File: config.mk
export PLATFORM = sky130hd
export DESIGN_NAME = e2q_angle
export DESIGN_NICKNAME = d
export VERILOG_FILES = /design/src/hdl/e2q_pkg.sv /design/src/hdl/e2q_angle.sv
export SDC_FILE = /design/constraint.sdc
export NUM_CORES = 2
export LEC_CHECK = 0
export BUFFER_PORTS_ARGS = -buffer_cell sky130_fd_sc_hd__buf_2
export CAP_MARGIN = 5
export CORE_ASPECT_RATIO = 1.2
export CORE_MARGIN = 5
export CORE_UTILIZATION = 50
export CTS_CLUSTER_DIAMETER = 120
export DETAILED_ROUTE_END_ITERATION = 10
export GPL_ROUTABILITY_DRIVEN = 0
export PLACE_DENSITY = 0.7
export SETUP_SLACK_MARGIN = 0.05
export SYNTH_ARGS = -nofsm -noshare
export SYNTH_HDL_FRONTEND = slang
export SYNTH_SLANG_ARGS = --single-unit
File: constraint.sdc
create_clock -name clk_i -period 11.2 [get_ports clk_i]
set_input_delay 2.24 -clock clk_i [delete_from_list [all_inputs] [get_ports clk_i]]
set_output_delay 2.24 -clock clk_i [all_outputs]
set_load 0.01 [all_outputs]
File: src/hdl/e2q_pkg.sv
// shared constants, tables and types for the euler to quaternion block
package e2q_pkg;

  localparam int CordicStepsDef = 24;
  localparam int TableLen       = 30;

  localparam int unsigned FullTurn    = 32'd47185920;
  localparam int unsigned HalfTurn    = 32'd23592960;
  localparam int unsigned QuarterTurn = 32'd11796480;

  localparam logic [32:0] ModOffset = 33'd2170552320;
  localparam logic [14:0] Recip      = 15'd23302;
  localparam int          RecipShift = 40;

  localparam logic [34:0] DegToRadQ40 = 35'd19190098069;
  localparam int          RadLoBits   = 18;
  localparam logic [17:0] RadLo       = DegToRadQ40[17:0];
  localparam logic [16:0] RadHi       = DegToRadQ40[34:18];

  localparam logic signed [33:0] CordicGain = 34'sd652032874;
  localparam logic signed [33:0] OneQ30     = 34'sd1073741824;

  localparam logic [31:0] AtanQ30 [TableLen] = '{
    32'd843314857, 32'd497837829, 32'd263043837, 32'd133525159, 32'd67021687,
    32'd33543516, 32'd16775851, 32'd8388437, 32'd4194283, 32'd2097149,
    32'd1048576, 32'd524288, 32'd262144, 32'd131072, 32'd65536,
    32'd32768, 32'd16384, 32'd8192, 32'd4096, 32'd2048,
    32'd1024, 32'd512, 32'd256, 32'd128, 32'd64,
    32'd32, 32'd16, 32'd8, 32'd4, 32'd2
  };

  typedef logic signed [31:0] e2q_q30_t;

  typedef struct packed {
    logic signed [33:0] z;
    logic               flip;
  } e2q_ang_t;

endpackage

File: src/hdl/e2q_angle.sv
// half angle reduction, fold and degrees to radians, six stages
module e2q_angle (
  input  logic               clk_i,
  input  logic               en_i,
  input  logic signed [31:0] raw_i,
  output e2q_pkg::e2q_ang_t  ang_o
);
  import e2q_pkg::*;

  logic        [32:0] u_q, u2_q;
  logic        [7:0]  quo_q;
  logic        [25:0] r_q;
  logic        [23:0] mag_q;
  logic               neg_q, flip_q, neg2_q, flip2_q;
  logic        [41:0] pl_q;
  logic        [40:0] ph_q;
  e2q_ang_t           ang_q;

  logic signed [33:0] sum;
  logic        [47:0] prod;
  logic        [34:0] r0, r1;
  logic signed [26:0] s0, s1;
  logic               flip_d;
  logic        [58:0] t;
  logic        [31:0] zm;

  always_comb begin
    sum  = 34'(raw_i) + $signed({1'b0, ModOffset});
    prod = 48'(u_q) * 48'(Recip);
    r0   = {2'b0, u2_q} - 35'(quo_q) * 35'(FullTurn);
    r1   = r0[34] ? r0 + 35'(FullTurn) : r0;
    s0   = ({1'b0, r_q} >= 27'(HalfTurn)) ? $signed({1'b0, r_q}) - $signed(27'(FullTurn))
                                          : $signed({1'b0, r_q});
    flip_d = 1'b0;
    s1     = s0;
    if (s0 > $signed(27'(QuarterTurn))) begin
      s1     = s0 - $signed(27'(HalfTurn));
      flip_d = 1'b1;
    end else if (s0 < -$signed(27'(QuarterTurn))) begin
      s1     = s0 + $signed(27'(HalfTurn));
      flip_d = 1'b1;
    end
    t  = {ph_q, 18'b0} + 59'(pl_q) + 59'(1 << 26);
    zm = t[58:27];
  end

  always_ff @(posedge clk_i) begin
    if (en_i) begin
      u_q     <= sum[32:0];
      u2_q    <= u_q;
      quo_q   <= prod[RecipShift+7:RecipShift];
      r_q     <= r1[25:0];
      neg_q   <= s1[26];
      flip_q  <= flip_d;
      mag_q   <= s1[26] ? 24'(-s1) : 24'(s1);
      pl_q    <= 42'(mag_q) * 42'(RadLo);
      ph_q    <= 41'(mag_q) * 41'(RadHi);
      neg2_q  <= neg_q;
      flip2_q <= flip_q;
      ang_q.z    <= neg2_q ? -$signed({2'b0, zm}) : $signed({2'b0, zm});
      ang_q.flip <= flip2_q;
    end
  end

  assign ang_o = ang_q;
endmodule

==> impl_metrics.sql <==
INSERT INTO impl_metrics (metric_group, metric, value, unit) VALUES
('clock_tree', 'clkSinkCount', '223', ''),
('worst_setup_path', 'crit_path_top_delay_cell', 'sky130_fd_sc_hd__fa_1', ''),
('worst_setup_path', 'cell_occurring_most_often_along_the_worst_timing_path', 'sky130_fd_sc_hd__fa_1', ''),
('clock_tree', 'ctsHtreeMaxLevel', '1', ''),
('die', 'dieArea', '68800', 'µm²'),
('grt', 'track_usage', '0.196', ''),
('worst_setup_path', 'data_arrival_time_at_the_worst_slack_endpoint', '7.55', 'ns'),
('clock_tree', 'clk_root_buffer_cell', 'sky130_fd_sc_hd__clkbuf_16', ''),
('worst_setup_path', 'crit-reg2reg-launch', 'mag_q[10]', ''),
('clock_tree', 'clock_latency', '0.58', 'ns'),
('cells_and_area', 'layoutNonFillerInstCount', '3931', ''),
('grt', 'overall_overflow_remaining_after_global_route', '0', ''),
('clock_tree', 'cts.reportedPaths.clkPinSlew', '0.06', 'ns'),
('timing', 'max_freq', '138', 'MHz'),
('cells_and_area', 'insertedDiodeCount', '0', ''),
('synth', 'synth_area_per_cell', '10.6', 'µm²'),
('status', 'run_status', 'completed', ''),
('drt', 'detail_route.first_pass.iterations', '7', ''),
('timing', 'final_period_minus_worst_setup_slack', '7.23', 'ns'),
('hold_path', 'min_path_cells', '0', ''),
('synth', 'synth_edf_count', '223', ''),
('timing', 'fin_setup_tns', '0', 'ns'),
('synth', 'synth-seq-area-share', '0.210', ''),
('clock_tree', 'post-cts-setup-buffers', '0', ''),
('worst_setup_path', 'cp.buffers_inverters', '4', ''),
('timing', 'final.setup_skew', '0.00898', 'ns'),
('worst_setup_path', 'ff2ff_setup_slack', '3.97', 'ns'),
('job', 'cap_violations', '0', ''),
('grt', 'global_route_wire_length_before_repair', '109000', 'µm'),
('grt', 'first_global_vias', '21900', ''),
('die', 'fp.dieW', '240', 'µm'),
('drt', 'drt-initial-drc-count', '635', ''),
('worst_setup_path', 'timing.critical_path.fanout_max', '8', ''),
('worst_setup_path', 'cp_required', '11.52', 'ns'),
('timing', 'period_utilization', '0.646', ''),
('die', 'fp-row-count', '101', ''),
('hold_path', 'min-delay-start', 'flip2_q', ''),
('drt', 'antenna_left', '0', ''),
('drt', 'detailroute.via_count', '20300', ''),
('drt', 'drt_via_density', '5.15', ''),
('drt', 'finalWirelength', '65700', 'µm'),
('worst_setup_path', 'critical_path.top_delay_family', 'adder cells', ''),
('worst_setup_path', 'worstSetupEndpointType', 'register', ''),
('cells_and_area', 'drive_gt1_frac', '0.0502', ''),
('timing', 'setup_repair_after_global_routing_missed_its_margin', 'no', ''),
('placed_design', 'port_buffers', '68', ''),
('worst_setup_path', 'worst_r2r_endpoint', 'ph_q[37]', ''),
('placed_design', 'numPlacedInstances', '3878', ''),
('synth', 'synth_ff_type', 'sky130_fd_sc_hd__edfxtp_1', ''),
('clock_tree', 'cts_hold_buf', '0', ''),
('cells_and_area', 'layout.nets', '4126', ''),
('timing', 'max_slew.worst_pin.slew', '1.15', 'ns'),
('die', 'floorplan.initialDensity', '0.504', ''),
('timing', 'hold_viol_final', '0', ''),
('worst_setup_path', 'worst-setup-path-type', 'reg -> reg', ''),
('grt', 'grt_start_max_net_pins', '85', ''),
('synth', 'synthesis.area', '31800', 'µm²'),
('hold_path', 'worst_hold_path_endpoint', 'ang_o[0]', ''),
('timing', 'max-slew-margin-rel', '0.236', ''),
('synth', 'synth.ff_latch_count', '223', ''),
('worst_setup_path', 'worst_setup_path_startpoint', 'mag_q[10]', ''),
('placed_design', 'detailedPlacementHpwl', '56200', 'µm'),
('synth', 'mappedNetlistNets', '4057', ''),
('drt', 'drt-wirelength-per-cell', '16.7', 'µm'),
('clock_tree', 'tritoncts_buffer_count', '29', ''),
('die', 'core_area', '63200', 'µm²'),
('grt', 'antenna_found_initial', '0', ''),
('cells_and_area', 'area_growth_syn_to_layout', '6.98', '%'),
('die', 'die_height', '286', 'µm'),
('timing', 'timing.final.max_slew_violations', '0', ''),
('worst_setup_path', 'crit_path_max_incr_delay', '0.56', 'ns');
[logic make-up after synthesis]
family / Yosys count / synth area share
simple gates: 339 / 0.0551
fa+ha+maj: 1007 / 0.492
compound gates: 405 / 0.0888
buf+inv: 852 / 0.101
flops: 223 / 0.210
xor+xnor: 184 / 0.0506
mux: 6 / 0.00197
[cells in the mapped netlist, types with 5 or more instances]
cell type,instances,area share
sky130_fd_sc_hd__inv_1,819,0.097
sky130_fd_sc_hd__ha_1,599,0.24
sky130_fd_sc_hd__fa_1,408,0.26
sky130_fd_sc_hd__edfxtp_1,223,0.21
sky130_fd_sc_hd__xnor2_1,109,0.030
sky130_fd_sc_hd__a21oi_1,99,0.016
sky130_fd_sc_hd__nor2_1,80,0.0094
sky130_fd_sc_hd__nand2_1,78,0.0092
sky130_fd_sc_hd__xor2_1,75,0.021
sky130_fd_sc_hd__a21o_1,72,0.017
sky130_fd_sc_hd__o21ai_0,56,0.0088
sky130_fd_sc_hd__nor3_1,34,0.0053
sky130_fd_sc_hd__nand3_1,33,0.0052
sky130_fd_sc_hd__o21a_1,28,0.0066
sky130_fd_sc_hd__and2_1,25,0.0049
sky130_fd_sc_hd__clkbuf_1,25,0.0029
sky130_fd_sc_hd__nand4_1,23,0.0045
sky130_fd_sc_hd__a211oi_1,14,0.0033
sky130_fd_sc_hd__o21bai_1,14,0.0033
sky130_fd_sc_hd__o31ai_1,14,0.0033
sky130_fd_sc_hd__a31oi_1,11,0.0022
sky130_fd_sc_hd__and3_1,10,0.0020
sky130_fd_sc_hd__or3_1,10,0.0020
sky130_fd_sc_hd__o211ai_1,9,0.0021
sky130_fd_sc_hd__o22ai_1,8,0.0016
sky130_fd_sc_hd__o21ai_1,7,0.0011
sky130_fd_sc_hd__or2_2,7,0.0014
sky130_fd_sc_hd__a211o_1,6,0.0017
sky130_fd_sc_hd__and4_1,6,0.0017
sky130_fd_sc_hd__nor2b_1,6,0.0012
sky130_fd_sc_hd__o31a_1,6,0.0017
sky130_fd_sc_hd__a22oi_1,5,0.0012
sky130_fd_sc_hd__nand2b_1,5,0.00098
[flip-flops by register name (all words and copies together), names as in the netlist, 8 cells and up]
name / cells
ang_o: 35
mag_q: 24
ph_q: 39
pl_q: 21
quo_q: 8
r_q: 26
u2_q: 33
u_q: 33
[metal layers]
metal | global-route usage | wire length [µm] | vias up
met2 | 0.369 | 34700 | 338
met3 | 0.0249 | 2460 | 148
met5 | 0 | 0 | -
met4 | 0.0725 | 2890 | 0
li1 | - | - | 9985
met1 | 0.227 | 25700 | 9790
[worst max-delay path by stage]
stage,endpoint,slack (ns),cells past startpoint
after floorplan,ph_q[40],4.71,23
after global placement,ph_q[37],4.17,22
after detailed placement,ph_q[37],4.01,22
after CTS,ph_q[37],4.01,22
after global routing,ph_q[37],3.62,22
final,ph_q[37],3.97,22
[per-stage QoR]
stage                      util  setup WS, ns  hold slack (ns)  instance area [µm²]
after floorplan               -          4.71            0.400                31800
after global placement    0.524          4.17            0.401                33100
after detailed placement  0.524          4.01            0.405                33100
after CTS                 0.539          4.01            0.419                34000
after global routing      0.539          3.62            0.419                34000
final                     0.539          3.97            0.418                34000
[cells in the final DEF, fill, tap and decap left out, types with 29 or more instances in the layout]
cell and n:
sky130_fd_sc_hd__nand3_1 33, sky130_fd_sc_hd__fa_1 408, sky130_fd_sc_hd__inv_1 819, sky130_fd_sc_hd__edfxtp_1 223
sky130_fd_sc_hd__buf_2 67, sky130_fd_sc_hd__clkbuf_16 29, sky130_fd_sc_hd__o21ai_0 56, sky130_fd_sc_hd__xnor2_1 109
sky130_fd_sc_hd__ha_1 599, sky130_fd_sc_hd__a21oi_1 98, sky130_fd_sc_hd__a21o_1 72, sky130_fd_sc_hd__nor3_1 34
sky130_fd_sc_hd__nor2_1 80, sky130_fd_sc_hd__nand2_1 78, sky130_fd_sc_hd__xor2_1 75
[layout make-up]
type                       count  area [µm²]
inverter                     819        3070
timing repair buffer          71         373
sequential                   223        6700
clock buffer                  29         726
multi-input combinational   1941       21900
tap                          824        1030
fill                        5561       29100
clock inverter                24         223
Power is left out: the tool's default activity adds up to more than one toggle a clock period on the data nets, which glitch-free logic cannot reach.
